### config.mk
export PLATFORM = sky130hd
export DESIGN_NAME = qfd_cmult
export DESIGN_NICKNAME = d
export VERILOG_FILES = /design/src/hdl/qfd_pkg.sv /design/src/hdl/qfd_cmult.sv
export SDC_FILE = /design/constraint.sdc
export NUM_CORES = 2
export LEC_CHECK = 0
export ABC_AREA = 1
export BUFFER_PORTS_ARGS = -buffer_cell sky130_fd_sc_hd__buf_4
export CAP_MARGIN = 20
export CORE_ASPECT_RATIO = 1.2
export CORE_MARGIN = 8
export CORE_UTILIZATION = 55
export DETAILED_ROUTE_END_ITERATION = 6
export PLACE_DENSITY = 0.71
export SLEW_MARGIN = 10
export SYNTH_ARGS = -nofsm -noshare
export SYNTH_HDL_FRONTEND = slang
export SYNTH_SLANG_ARGS = --single-unit
### constraint.sdc
create_clock -name i_clk -period 12.4 [get_ports i_clk]
set_input_delay 0.62 -clock i_clk [delete_from_list [all_inputs] [get_ports i_clk]]
set_output_delay 0.62 -clock i_clk [all_outputs]
set_load 0.03 [all_outputs]
### src/hdl/qfd_pkg.sv
// ----------------------------------------------------------------------------
// qfd_pkg: shared types and constants of the quadrature fm discriminator
// sample and angle formats, cordic arctangent table, gain reset value
// ----------------------------------------------------------------------------
package qfd_pkg;

    localparam int SAMPLE_BITS   = 16;
    localparam int CORDIC_STAGES = 16;
    localparam int ATAN_ENTRIES  = 24;
    localparam int NUM_STAGES    = (CORDIC_STAGES < ATAN_ENTRIES) ? CORDIC_STAGES : ATAN_ENTRIES;

    localparam int GAIN_BITS  = 16;
    localparam int OUT_BITS   = 16;
    localparam int ANGLE_BITS = 16;

    // complex product and cordic datapath widths
    localparam int PROD_BITS = 2 * SAMPLE_BITS;
    localparam int SUM_BITS  = PROD_BITS + 1;
    localparam int XY_BITS   = SUM_BITS + 2;
    localparam int Z_BITS    = 34;

    // angle accumulator: 2^31 is pi, output angle takes bits [31:16]
    localparam int ANG_LSB   = 16;
    localparam int SCALE_SHIFT = 15;
    localparam int MUL_BITS  = ANGLE_BITS + GAIN_BITS + 1;
    localparam int SHR_BITS  = MUL_BITS - SCALE_SHIFT;

    localparam logic [GAIN_BITS-1:0] GAIN_RESET = GAIN_BITS'(32768);

    typedef logic signed [SAMPLE_BITS-1:0] t_sample;
    typedef logic signed [PROD_BITS-1:0]   t_prod;
    typedef logic signed [SUM_BITS-1:0]    t_sum;
    typedef logic signed [XY_BITS-1:0]     t_xy;
    typedef logic signed [Z_BITS-1:0]      t_z;
    typedef logic signed [ANGLE_BITS-1:0]  t_angle;
    typedef logic [GAIN_BITS-1:0]          t_gain;
    typedef logic signed [OUT_BITS-1:0]    t_freq;

    typedef struct packed {
        t_sum re;
        t_sum im;
    } t_cplx;

    typedef struct packed {
        t_xy  x;
        t_xy  y;
        t_z   z;
        logic zero;
    } t_vec;

    localparam t_z QUARTER_TURN = t_z'(32'h4000_0000);
    localparam t_z ROUND_HALF   = t_z'(32'h0000_8000);

    // atan(2^-k), 2^31 = pi, rounded to nearest
    localparam logic [31:0] ATAN_TAB [ATAN_ENTRIES] = '{
        32'h20000000, 32'h12E4051E, 32'h09FB385B, 32'h051111D4,
        32'h028B0D43, 32'h0145D7E1, 32'h00A2F61E, 32'h00517C55,
        32'h0028BE53, 32'h00145F2F, 32'h000A2F98, 32'h000517CC,
        32'h00028BE6, 32'h000145F3, 32'h0000A2FA, 32'h0000517D,
        32'h000028BE, 32'h0000145F, 32'h00000A30, 32'h00000518,
        32'h0000028C, 32'h00000146, 32'h000000A3, 32'h00000051
    };

endpackage

### src/hdl/qfd_cmult.sv
// ----------------------------------------------------------------------------
// qfd_cmult: conjugate product front end
// multiplies the new sample by the conjugate of the previous one, two stages
// ----------------------------------------------------------------------------
module qfd_cmult (
    input  logic            i_clk,
    input  logic            i_rst_n,
    input  logic            i_en,
    input  logic            i_valid,
    input  qfd_pkg::t_sample i_i,
    input  qfd_pkg::t_sample i_q,
    output logic            o_valid,
    output qfd_pkg::t_cplx  o_prod
);
    import qfd_pkg::*;

    t_sample r_prev_i;
    t_sample r_prev_q;
    t_prod   r_ii, r_qq, r_qi, r_iq;
    logic    r_valid_mul;
    t_cplx   r_sum;
    logic    r_valid_sum;
    t_cplx   n_sum;

    // control and sample history
    always_ff @(posedge i_clk) begin
        if (!i_rst_n) begin
            r_prev_i    <= '0;
            r_prev_q    <= '0;
            r_valid_mul <= 1'b0;
            r_valid_sum <= 1'b0;
        end else if (i_en) begin
            r_valid_mul <= i_valid;
            r_valid_sum <= r_valid_mul;
            if (i_valid) begin
                r_prev_i <= i_i;
                r_prev_q <= i_q;
            end
        end
    end

    // products against previous sample
    always_ff @(posedge i_clk) begin
        if (i_en) begin
            r_ii  <= t_prod'(i_i) * t_prod'(r_prev_i);
            r_qq  <= t_prod'(i_q) * t_prod'(r_prev_q);
            r_qi  <= t_prod'(i_q) * t_prod'(r_prev_i);
            r_iq  <= t_prod'(i_i) * t_prod'(r_prev_q);
            r_sum <= n_sum;
        end
    end

    always_comb begin
        n_sum.re = t_sum'(r_ii) + t_sum'(r_qq);
        n_sum.im = t_sum'(r_qi) - t_sum'(r_iq);
    end

    assign o_valid = r_valid_sum;
    assign o_prod  = r_sum;

`ifndef SYNTHESIS
    a_prev_follows: assert property (@(posedge i_clk) disable iff (!i_rst_n)
        i_rst_n && i_en && i_valid |=> (r_prev_i == $past(i_i)) && (r_prev_q == $past(i_q)))
        else $error("previous sample not captured on transfer");
`endif
endmodule

==> results_dict.tcl <==
set metrics [dict create \
    outcome "finished clean" \
    cts-buffers-inserted 31 \
    worst_hold_slack_ns 0.4186 \
    max_slew_margin 0.2766 \
    clock_sinks 228 \
    cpMaxStageDelayCell "dfxtp_1" \
    post_cts_resized 0 \
    grt_first_pass_wirelength_um 241500 \
    critPathMaxStageDelay_ns 0.98 \
    rr_endpoint "r_ii[31]" \
    cts_tree "yes" \
    ctsRootBufferMaster "clkbuf_16" \
    layout.filler_cells 9331 \
    fp.dieArea_sq_um 110700 \
    first_global_vias 46654 \
    number_of_enable_flip_flop_cells_after_synthesis 194 \
    place_congestion 0.9546 \
    groute.usage.overall 0.2717 \
    finalSetupTns_ns 0 \
    nNetsFinal 8635 \
    wl_um 147600 \
    leakage_nw 34.92 \
    antenna_found_initial 2 \
    sequential_share_of_the_synthesized_area 0.1180 \
    worst-r2r-setup-slack_ns 5.61 \
    io_buffer_count 102 \
    min-delay-path-class "in2reg" \
    crit_type "reg2reg" \
    maxSlewViolCount 0 \
    drc_errors 0 \
    hold_buffers 0 \
    grt_setup_unrepaired "false" \
    timing.hold.worst_path_depth 3 \
    final_hold_vios 0 \
    grt_start_max_net_pins 57 \
    worst_clock_skew_ns 0.02262 \
    postSynth.asyncResetShare 0 \
    syn_nets 8727 \
    syn2layout_area_growth_pct 4.936 \
    dp_hpwl_um 118800 \
    hold_end "r_prev_q[13]" \
    number_of_synthesized_register_bits 228 \
    transition_time_at_the_pin_with_the_least_slew_margin_ns 1.079 \
    worstRegToRegCells 21 \
    vias_post_dr 44077 \
    timing.critical_path.required_ns 12.78 \
    worst_setup_path_startpoint "r_prev_i[2]" \
    route.antenna.remaining_nets 0 \
    mostFrequentLayoutCells "inv_1 (2157), nand2_1 (2076), fa_1 (1050)" \
    layout-drive-gt1-share 0.03592 \
    ys_dominant_reg_cell "edfxtp_1" \
    design.core.area_sq_um 99630 \
    crit_chain "buf_4 -> nand2_1 -> inv_1 -> fa_1 -> fa_1 -> fa_1 -> fa_1 -> fa_1 -> inv_1 -> fa_1 -> inv_1 -> ha_1 -> nand2_1 -> nor2_1 -> inv_1 -> nor3_1 -> nand2_1 -> inv_1 -> nor2_1 -> nand2_1 -> nand2_1" \
    die_x_um 305.0 \
    syn-cell-area_sq_um 55130 \
    pwr_density_cell_nw_per_um2 211.7 \
    fmax_ghz 0.1474 \
    worst-endpoint-arrival_ns 7.16 \
    drt_first_iter_violations 3552 \
    regToRegStartpoint "r_prev_i[2]" \
    dieHeight_um 362.8 \
    most_frequent_cell_on_the_critical_path "fa_1" \
    htree_levels 1 \
    initial_utilization 0.5533 \
    cap_violations 0 \
    instance_count_of_the_mapped_netlist 7249 \
    cp_max_fo 17 \
    fin_crit_sh 0.5473 \
    cts.reportedPaths.clkPinSlew_ns 0.07 \
    grt.overflow.total 0 \
    vias_per_cell 5.201 \
    buffers_inserted_by_post_cts_timing_repair 0 \
    io_pins 103 \
    max-vdd-ir-drop_mv 0.1498 \
    clock_path_buffers 3 \
    final_common_cell "inv_1" \
    first_pass_iters 6 \
    post_drt_wl_per_cell_um 17.41 \
    post_synth_cell_types 35 \
    syn_avg_cell_area_sq_um 7.605 \
    placement_rows 127 \
    synthesis.yosys.warnings 0 \
    worst_hold_startpoint "i_rst_n" \
    setup_viol_count_final 0 \
    start_kind "flop" \
    end_kind "flop" \
    clock_insertion_delay_worst_skew_ns 0.63 \
    final.min_clock_period_ns 6.786 \
]
[report_power, final]
group / total [mW] / internal [mW] / switching [mW]
combinational: 9.57 / 3.30 / 6.27
sequential: 1.73 / 1.49 / 0.235
clock: 0.953 / 0.542 / 0.411
[layer usage]
| layer | track usage | wire length, um |
|---|---|---|
| met5 | 0 | 0 |
| met4 | 0.08108 | 4054 |
| met3 | 0.03363 | 11090 |
| met2 | 0.4639 | 71210 |
| met1 | 0.3631 | 61210 |
[through the flow]
step / area, sq um / power (mW) / setup slack, ns / util / std cells
4_1_cts: 57840 / 12.29 / 5.704 / 0.5806 / 8472
3_3_place_gp: 56770 / 11.15 / 5.804 / 0.5698 / 8414
5_1_grt: 57850 / 13.61 / 5.258 / 0.5806 / 8474
2_1_floorplan: 55130 / 8.508 / 6.419 / - / 7249
6_report: 57850 / 12.25 / 5.614 / 0.5806 / 8475
3_5_place_dp: 56770 / 11.27 / 5.710 / 0.5698 / 8414
[flip-flops by register name (all words and copies together) (netlist names)]
register / cells
r_ii: 32
r_prev_q: 16
r_iq: 32
o_prod: 66
r_qi: 32
r_qq: 32
r_valid_mul: 1
r_prev_i: 16
o_valid: 1
[cell usage after synthesis, types with 7 or more instances]
master / count / area share
nor3_1: 40 / 0.0036
ha_1: 392 / 0.089
nand3_1: 203 / 0.018
xnor2_1: 12 / 0.0019
o21bai_1: 34 / 0.0046
nand2_2: 26 / 0.0030
inv_1: 2157 / 0.15
nand3_2: 7 / 0.0013
nor3_2: 9 / 0.0016
a21oi_1: 149 / 0.014
xor2_1: 95 / 0.015
nor4_1: 8 / 0.00091
nand3b_1: 13 / 0.0018
nand4_1: 56 / 0.0064
nor2_1: 315 / 0.021
fa_1: 1050 / 0.38
clkbuf_1: 242 / 0.016
nand2_1: 2076 / 0.14
edfxtp_1: 194 / 0.11
buf_1: 10 / 0.00068
nor2_2: 18 / 0.0020
o21ai_0: 79 / 0.0072
dfxtp_1: 34 / 0.012
[layout make-up]
cell class,count,area [sq um],area share
clock inverter,19,217.7,0.003763
multi-input combinational,4606,39560,0.6838
sequential,228,6518,0.1127
clock buffer,39,852.1,0.01473
tap,1290,1614,0.02790
inverter,2161,8112,0.1402
timing repair buffer,129,974.7,0.01685
antenna,3,7.507,0.0001298
[critical path, delay by kind of cell, from the launching register on]
kind,cells,cell delay [ns]
and+or+nand+nor,8,0.88
adders and majority gates,7,3.84
buffers and inverters,6,0.84
DFF,1,0.98
[worst max-delay path by stage]
stage               endpoint  slack, ns  depth (start not counted)
finish              r_ii[31]       5.61                         21
global route        r_ii[31]       5.26                         21
CTS                 r_ii[31]       5.70                         21
detailed placement  r_ii[31]       5.71                         21
global placement    r_ii[31]       5.80                         21
floorplan           r_ii[31]       6.42                         22
[cell families (layout without fill, tap and decap cells)]
logic type | after synthesis | in the layout | synth area share
adders and majority gates | 1442 | 1442 | 0.4703
DFF | 228 | 228 | 0.1180
xor gates and xnor gates | 107 | 107 | 0.01700
AOI/OAI and AO/OA | 276 | 276 | 0.02714
buffers and inverters | 2415 | 2348 | 0.1645
and+or+nand+nor | 2781 | 2781 | 0.2031
other | 0 | 3 | 0
(Power assumes the default switching activity.)
