**src/hdl/qfd_pkg.sv**
```systemverilog
// ----------------------------------------------------------------------------
// qfd_pkg: shared types and constants of the quadrature fm discriminator
// sample and angle formats, cordic arctangent table, gain reset value
// ----------------------------------------------------------------------------
package qfd_pkg;

    localparam int SAMPLE_BITS   = 16;
    localparam int CORDIC_STAGES = 16;
    localparam int ATAN_ENTRIES  = 24;
    localparam int NUM_STAGES    = (CORDIC_STAGES < ATAN_ENTRIES) ? CORDIC_STAGES : ATAN_ENTRIES;

    localparam int GAIN_BITS  = 16;
    localparam int OUT_BITS   = 16;
    localparam int ANGLE_BITS = 16;

    // complex product and cordic datapath widths
    localparam int PROD_BITS = 2 * SAMPLE_BITS;
    localparam int SUM_BITS  = PROD_BITS + 1;
    localparam int XY_BITS   = SUM_BITS + 2;
    localparam int Z_BITS    = 34;

    // angle accumulator: 2^31 is pi, output angle takes bits [31:16]
    localparam int ANG_LSB   = 16;
    localparam int SCALE_SHIFT = 15;
    localparam int MUL_BITS  = ANGLE_BITS + GAIN_BITS + 1;
    localparam int SHR_BITS  = MUL_BITS - SCALE_SHIFT;

    localparam logic [GAIN_BITS-1:0] GAIN_RESET = GAIN_BITS'(32768);

    typedef logic signed [SAMPLE_BITS-1:0] t_sample;
    typedef logic signed [PROD_BITS-1:0]   t_prod;
    typedef logic signed [SUM_BITS-1:0]    t_sum;
    typedef logic signed [XY_BITS-1:0]     t_xy;
    typedef logic signed [Z_BITS-1:0]      t_z;
    typedef logic signed [ANGLE_BITS-1:0]  t_angle;
    typedef logic [GAIN_BITS-1:0]          t_gain;
    typedef logic signed [OUT_BITS-1:0]    t_freq;

    typedef struct packed {
        t_sum re;
        t_sum im;
    } t_cplx;

    typedef struct packed {
        t_xy  x;
        t_xy  y;
        t_z   z;
        logic zero;
    } t_vec;

    localparam t_z QUARTER_TURN = t_z'(32'h4000_0000);
    localparam t_z ROUND_HALF   = t_z'(32'h0000_8000);

    // atan(2^-k), 2^31 = pi, rounded to nearest
    localparam logic [31:0] ATAN_TAB [ATAN_ENTRIES] = '{
        32'h20000000, 32'h12E4051E, 32'h09FB385B, 32'h051111D4,
        32'h028B0D43, 32'h0145D7E1, 32'h00A2F61E, 32'h00517C55,
        32'h0028BE53, 32'h00145F2F, 32'h000A2F98, 32'h000517CC,
        32'h00028BE6, 32'h000145F3, 32'h0000A2FA, 32'h0000517D,
        32'h000028BE, 32'h0000145F, 32'h00000A30, 32'h00000518,
        32'h0000028C, 32'h00000146, 32'h000000A3, 32'h00000051
    };

endpackage

```
**src/hdl/qfd_scale.sv**
```systemverilog
// ----------------------------------------------------------------------------
// qfd_scale: angle rounding and gain scaling
// rounds the cordic angle to 16 bits, multiplies by the gain, saturates
// ----------------------------------------------------------------------------
module qfd_scale (
    input  logic           i_clk,
    input  logic           i_rst_n,
    input  logic           i_en,
    input  logic           i_valid,
    input  qfd_pkg::t_vec  i_vec,
    input  qfd_pkg::t_gain i_gain,
    output logic           o_valid,
    output qfd_pkg::t_freq o_freq
);
    import qfd_pkg::*;

    localparam logic signed [SHR_BITS-1:0] SAT_HI = SHR_BITS'(32767);
    localparam logic signed [SHR_BITS-1:0] SAT_LO = -SHR_BITS'(32768);

    t_angle r_ang;
    logic   r_valid_ang;
    logic signed [MUL_BITS-1:0] r_mul;
    logic   r_valid_mul;
    t_freq  r_out;
    logic   r_valid_out;

    t_z     z_rnd;
    t_angle n_ang;
    logic signed [SHR_BITS-1:0] shr;
    t_freq  n_out;

    always_comb begin
        z_rnd = i_vec.z + ROUND_HALF;
        n_ang = i_vec.zero ? '0 : t_angle'(z_rnd[ANG_LSB +: ANGLE_BITS]);
    end

    // floor shift and clamp to the output range
    always_comb begin
        shr = SHR_BITS'(r_mul >>> SCALE_SHIFT);
        priority if (shr > SAT_HI) begin
            n_out = t_freq'(SAT_HI);
        end else if (shr < SAT_LO) begin
            n_out = t_freq'(SAT_LO);
        end else begin
            n_out = t_freq'(shr);
        end
    end

    always_ff @(posedge i_clk) begin
        if (!i_rst_n) begin
            r_valid_ang <= 1'b0;
            r_valid_mul <= 1'b0;
            r_valid_out <= 1'b0;
        end else if (i_en) begin
            r_valid_ang <= i_valid;
            r_valid_mul <= r_valid_ang;
            r_valid_out <= r_valid_mul;
        end
    end

    always_ff @(posedge i_clk) begin
        if (i_en) begin
            r_ang <= n_ang;
            r_mul <= MUL_BITS'(r_ang) * $signed({1'b0, i_gain});
            r_out <= n_out;
        end
    end

    assign o_valid = r_valid_out;
    assign o_freq  = r_out;

`ifndef SYNTHESIS
    a_zero_product: assert property (@(posedge i_clk) disable iff (!i_rst_n)
        i_rst_n && i_en && r_valid_mul && (r_mul == '0) |=> (r_out == '0))
        else $error("zero scaled angle gives nonzero output");
`endif
endmodule

```
**config.mk**
```make
export PLATFORM = sky130hd
export DESIGN_NAME = qfd_scale
export DESIGN_NICKNAME = d
export VERILOG_FILES = /design/src/hdl/qfd_pkg.sv /design/src/hdl/qfd_scale.sv
export SDC_FILE = /design/constraint.sdc
export NUM_CORES = 1
export LEC_CHECK = 0
export BUFFER_PORTS_ARGS = -buffer_cell sky130_fd_sc_hd__clkbuf_2
export CAP_MARGIN = 40
export CORE_ASPECT_RATIO = 1.4
export CORE_MARGIN = 3
export CORE_UTILIZATION = 35
export DETAILED_ROUTE_END_ITERATION = 16
export GPL_TIMING_DRIVEN = 1
export HOLD_SLACK_MARGIN = 0.02
export PLACE_DENSITY = 0.57
export SLEW_MARGIN = 20
export SYNTH_ARGS = -nofsm -noshare
export SYNTH_HDL_FRONTEND = slang
export SYNTH_SLANG_ARGS = --single-unit
```
**constraint.sdc**
```tcl
create_clock -name i_clk -period 6 [get_ports i_clk]
set_clock_uncertainty 0.15 [all_clocks]
set_input_delay 0.3 -clock i_clk [delete_from_list [all_inputs] [get_ports i_clk]]
set_output_delay 0.3 -clock i_clk [all_outputs]
set_load 0.01 [all_outputs]
```
==> metrics.md, run 1 <==
| Metric | Value |
|---|---|
| Largest net degree at the start of global routing | 54 |
| Sequential area share after synthesis | 14.3% |
| Die Height | 215 µm |
| Layout Cells excl Fill | 1703 |
| GRT met3 Usage | 0.927% |
| RSZ-0062 raised after global routing | true |
| I/O Buffers | 54 |
| Maximum fanout along the worst path | 7 |
| Most Crowded Layer GR | met2 |
| Top post-synthesis cells by area | fa_1 35%, edfxtp_1 14%, ha_1 14%, inv_1 8.2%, and2_1 6.8% |
| Cell Count Post-Placement | 1678 |
| Cell Area, Synth | 10900 µm² |
| Avg Cell Area, Syn | 9.05 µm² |
| Die width | 155 µm |
| Final worst path period share | 97.7% |
| Total iterations of the first detailed-routing run | 4 |
| Final count of pins violating max slew | 0 |
| Syn-to-layout area delta | 17.3% |
| Post-detail-place hpwl | 22400 µm |
| Relative slew slack | 54.1% |
| Worst-path cell with the longest stage delay | fa_1 |
| Placer Congestion | 0.876 |
| CP peak stage delay | 540 ps |
| Family with the most delay on the worst path | adder cells |
| Max Clk Rate | 0.171 GHz |
| Routed WL | 26700 µm |
| Synth Register Bits | 53 |
| Commonest non-fill, non-tap cell in the layout | inv_1 |
| Area leader, netlist | fa_1 |
| Minimum clock period | 5860 ps |
| Startpoint types | register |
| Clock tree buffer depth | 2 |
| Dpl ws | -166 ps |
| # rows | 76 |
| Vias in the first global route | 9038 |
| Setup violators final | 0 |
| First-pass GRT wire length | 44300 µm |
| Total number of H-tree levels | 2 |
| Yosys top cell area share | 35.3% |
| Syn Inst Count | 1209 |
| Total grt overflow | 0 |
| CTS sink cnt | 53 |
| Hold slack | 93.7 ps |
| Status | complete, no violations |
| Root Buffer | clkbuf_16 |
| Fillers | 3147 |
| Ys async rst share | 0% |
| Nature of the critical path endpoint | register |
| Grt met1 use | 18.3% |
| Die area | 33500 µm² |
| Fin. Hold Viols | 0 |
| Inserted Clock Buffers | 5 |
| Kind of critical path | reg -> reg |
| Total I/O pin count | 142 |
| Post-route DRC | 0 |
| Vias per Instance | 4.86 |
| ANT cells | 0 |
| Setup_tns | 0 ps |
| Clk_lat worst skew | 300 ps |
| Tightest Pin Transition | 688 ps |
| Worst Slack Setup Final | 140 ps |
| R2R Setup Slk | 140 ps |
| Syn Nets | 1647 |
| Bufs and invs on worst path | 8 |
| Met2 Resource Use GR | 31.8% |
| CTS tree | done |
| Worst path required time | 5900 ps |
| Global Route Usage Sum | 16.4% |
| Initial antenna violation count | 0 |
| Worst EP arrival | 5760 ps |
| Max Cap Violations | 0 |
| Initial Utilization | 35.5% |
| DR vias | 8281 |
| Main flop type after synthesis | edfxtp_1 |
| Final net count | 1750 |
| DRT iter0 DRCs | 300 |
| Yosys warnings | 0 |
| Post-synth EDFFs | 50 |
| Leading cell types in the layout, fill and taps excluded | 235 x inv_1, 183 x fa_1, 160 x nand2_1 |
| Layout cell share with drive strength beyond 1 | 16.2% |
| Synth unique cells | 41 |
| Avg WL per Cell | 15.7 µm |
| Total core area | 30800 µm² |
| Worst-path clk slew | 70 ps |
| Hold WC Path Type | in -> reg |
| Critical path cell sequence | buf_12, buf_4, and2_1, fa_1, inv_1, fa_1, inv_1, ha_1, ha_1, inv_1, fa_1, inv_1, fa_1, ha_1, nand2_1, nor3_2, nand3_4, a2111oi_4, buf_4, nor2_4, buf_4, xnor2_1 |
| Final antenna-violating net count | 0 |
routing by layer:
| metal | share of wire (%) | vias up |
|---|---|---|
| li1 | - | 3909 |
| met1 | 36 | 4192 |
| met2 | 57 | 116 |
| met3 | 1.8 | 64 |
| met4 | 4.7 | 0 |
| met5 | 0 | - |
Yosys cell counts (3+ instances only):
library cell and number:
nand3_1 16, nor3_1 4, edfxtp_1 50, nand2_1 164, clkbuf_1 45, fa_1 193, o21a_1 3, dfxtp_1 3
a21oi_1 43, o21ai_0 7, o21ai_1 11, a211oi_1 3, a221oi_1 3, ha_1 120, a21o_1 16, inv_1 238
and3_1 12, nor2b_1 5, xor2_1 20, xnor2_1 14, mux2i_1 3, and2_1 119, nand2b_1 10, nor2_1 82
nand4_1 6
final timing paths:
kind,cells after the start,start,endpoint
setup / recovery,22,r_ang[6],r_mul[21]
hold / removal,2,i_rst_n,r_valid_mul
setup reg to reg,22,r_ang[6],r_mul[21]
hold reg to reg,2,r_valid_mul,r_valid_mul
stage by stage:
step / utilization (%) / area (µm²)
floorplan: - / 10900
finish: 41.7 / 12800
detailed placement: 39.4 / 12100
global route: 41.7 / 12800
CTS: 40.3 / 12400
global placement: 39.4 / 12100
cell families (layout without fill, tap and decap cells):
logic type	after synthesis	after routing	synth area share, %
AOI/OAI and AO/OA	101	101	5.74
xor gates and xnor gates	34	34	2.72
adders and majority gates	313	313	49.0
buffers and inverters	285	389	9.77
DFF	53	53	14.3
muxes	3	3	0.274
and+or+nand+nor	420	420	18.2
state kept, by name (all words and copies together) (netlist names):
register	count
o_freq	16
o_valid	1
r_ang	16
r_mul	18
r_valid_ang	1
r_valid_mul	1
final cells by class:
class / count / area (µm²) / area share, %
Clock inverter: 3 / 28.8 / 0.224
Clock buffer: 5 / 125 / 0.974
Multi-Input combinational cell: 871 / 8690 / 67.6
Inverter: 239 / 901 / 7.02
Tap cell: 390 / 488 / 3.80
Sequential cell: 53 / 1560 / 12.2
Timing Repair Buffer: 142 / 1050 / 8.18
repair_timing:
action / CTS / global route
gates cloned: 0 / 1
pin swaps: 6 / 41
endpoints found under the setup margin: 11 / 13
resized for setup: 17 / 64
buffers inserted: 2 / 12
hold buffers: 0 / 0
Power of run 1 is left out: the tool's default activity adds up to more than one toggle a clock period on the data nets, which glitch-free logic cannot reach.
==> run 2, diff against run 1 <==
BUFFER_PORTS_ARGS = -buffer_cell sky130_fd_sc_hd__buf_2   (was -buffer_cell sky130_fd_sc_hd__clkbuf_2)
==> metrics.md, run 2 (synthesis results as in run 1) <==
| Metric | Value |
|---|---|
| Initial Utilization | 35.5% |
| Root Buffer | clkbuf_16 |
| Largest net degree at the start of global routing | 54 |
| Total I/O pin count | 142 |
| Total core area | 30800 µm² |
| Syn-to-layout area delta | 14.8% |
| Max Cap Violations | 0 |
| CTS Hold Bufs | 0 |
| CTS tree | done |
| Die width | 155 µm |
| Avg WL per Cell | 15.6 µm |
| First-pass GRT wire length | 43200 µm |
| Critical path cell sequence | buf_6, and2_1, fa_1, inv_1, fa_1, fa_2, inv_1, fa_1, fa_1, inv_1, fa_1, inv_2, ha_4, inv_1, o21bai_1, a221oi_2, buf_4, a2111oi_4, buf_4, nor2_2, buf_4, xnor2_1 |
| Die Height | 215 µm |
| Total grt overflow | 0 |
| DR vias | 8242 |
| Nature of the critical path endpoint | register |
| GRT met3 Usage | 0.907% |
| Setup violators final | 0 |
| Post-detail-place hpwl | 22100 µm |
| Worst path required time | 5900 ps |
| Clock tree buffer depth | 2 |
| Final worst path period share | 98.9% |
| Top reg by flops | r_mul |
| # rows | 76 |
| Hold WC Path Type | in -> reg |
| Grt met1 use | 18.1% |
| Kind of critical path | reg -> reg |
| Worst-path clk slew | 90 ps |
| Total number of H-tree levels | 2 |
| Crit-path most repeated cell | fa_1 |
| Vias in the first global route | 8672 |
| Tightest Pin Transition | 727 ps |
| DRT iter0 DRCs | 331 |
| Post-route DRC | 0 |
| Total iterations of the first detailed-routing run | 5 |
| Relative slew slack | 51.5% |
| Initial antenna violation count | 0 |
| I/O Buffers | 54 |
| Clk_lat worst skew | 310 ps |
| Worst-path cell with the longest stage delay | fa_1 |
| Die area | 33500 µm² |
| ANT cells | 0 |
| Final count of pins violating max slew | 0 |
| Layout cell share with drive strength beyond 1 | 13.3% |
| CP peak stage delay | 530 ps |
| Routed WL | 26500 µm |
| Max Clk Rate | 0.168 GHz |
| Family with the most delay on the worst path | adder cells |
| Final net count | 1739 |
| Setup_tns | 0 ps |
| Placer Congestion | 0.871 |
| Hold slack | 87.4 ps |
| Fin. Hold Viols | 0 |
| Vias per Instance | 4.87 |
| Maximum fanout along the worst path | 8 |
| Minimum clock period | 5940 ps |
| RSZ-0062 raised after global routing | true |
| CTS sink cnt | 53 |
| Inserted Clock Buffers | 5 |
| Largest register FFs | 18 |
| Commonest non-fill, non-tap cell in the layout | inv_1 |
| Final antenna-violating net count | 0 |
| Worst EP arrival | 5830 ps |
| Met2 Resource Use GR | 31.9% |
| Startpoint types | register |
| Most Crowded Layer GR | met2 |
| Bufs and invs on worst path | 9 |
| Status | complete, no violations |
| Leading cell types in the layout, fill and taps excluded | 237 x inv_1, 190 x fa_1, 163 x nand2_1 |
| Global Route Usage Sum | 16.1% |
-- run 2: metrics by stage --
step | setup WS (ps) | area, µm² | util (%) | instances
final | 65.0 | 12600 | 40.8 | 1692
after global routing | -87.4 | 12600 | 40.8 | 1692
after CTS | -1.49 | 12300 | 40.0 | 1683
after detailed placement | -121 | 12100 | 39.3 | 1673
after global placement | -136 | 12100 | 39.3 | 1673
after floorplan | 168 | 10900 | - | 1209
-- run 2: routing by layer --
metal | routed length [µm] | vias up
li1 | - | 3878
met1 | 9620 | 4202
met2 | 15500 | 115
met3 | 496 | 47
met4 | 856 | 0
met5 | 0 | -
-- run 2: layout make-up --
cell class / count / area [µm²]
Clock buffer: 5 / 125
Clock inverter: 3 / 28.8
Fill cell: 3099 / 18200
Inverter: 239 / 901
Multi-Input combinational cell: 871 / 8520
Sequential cell: 53 / 1560
Tap cell: 390 / 488
Timing Repair Buffer: 131 / 946
-- run 2: final timing paths --
kind	to	from	cells after the start	slack, ps
worst max-delay path	r_mul[21]	r_ang[4]	22	60
worst min-delay path	r_valid_mul	i_rst_n	2	90
worst max register to register	r_mul[21]	r_ang[4]	22	60
worst min register to register	r_valid_mul	r_valid_mul	2	370
-- run 2: timing repair --
| item | 4_1_cts | 5_1_grt |
|---|---|---|
| pin swaps | 6 | 26 |
| buffers inserted | 2 | 7 |
| cloned | 0 | 0 |
| endpoints found under the setup margin | 11 | 12 |
| resized for setup | 12 | 28 |
Power of run 2 is left out for the same reason.
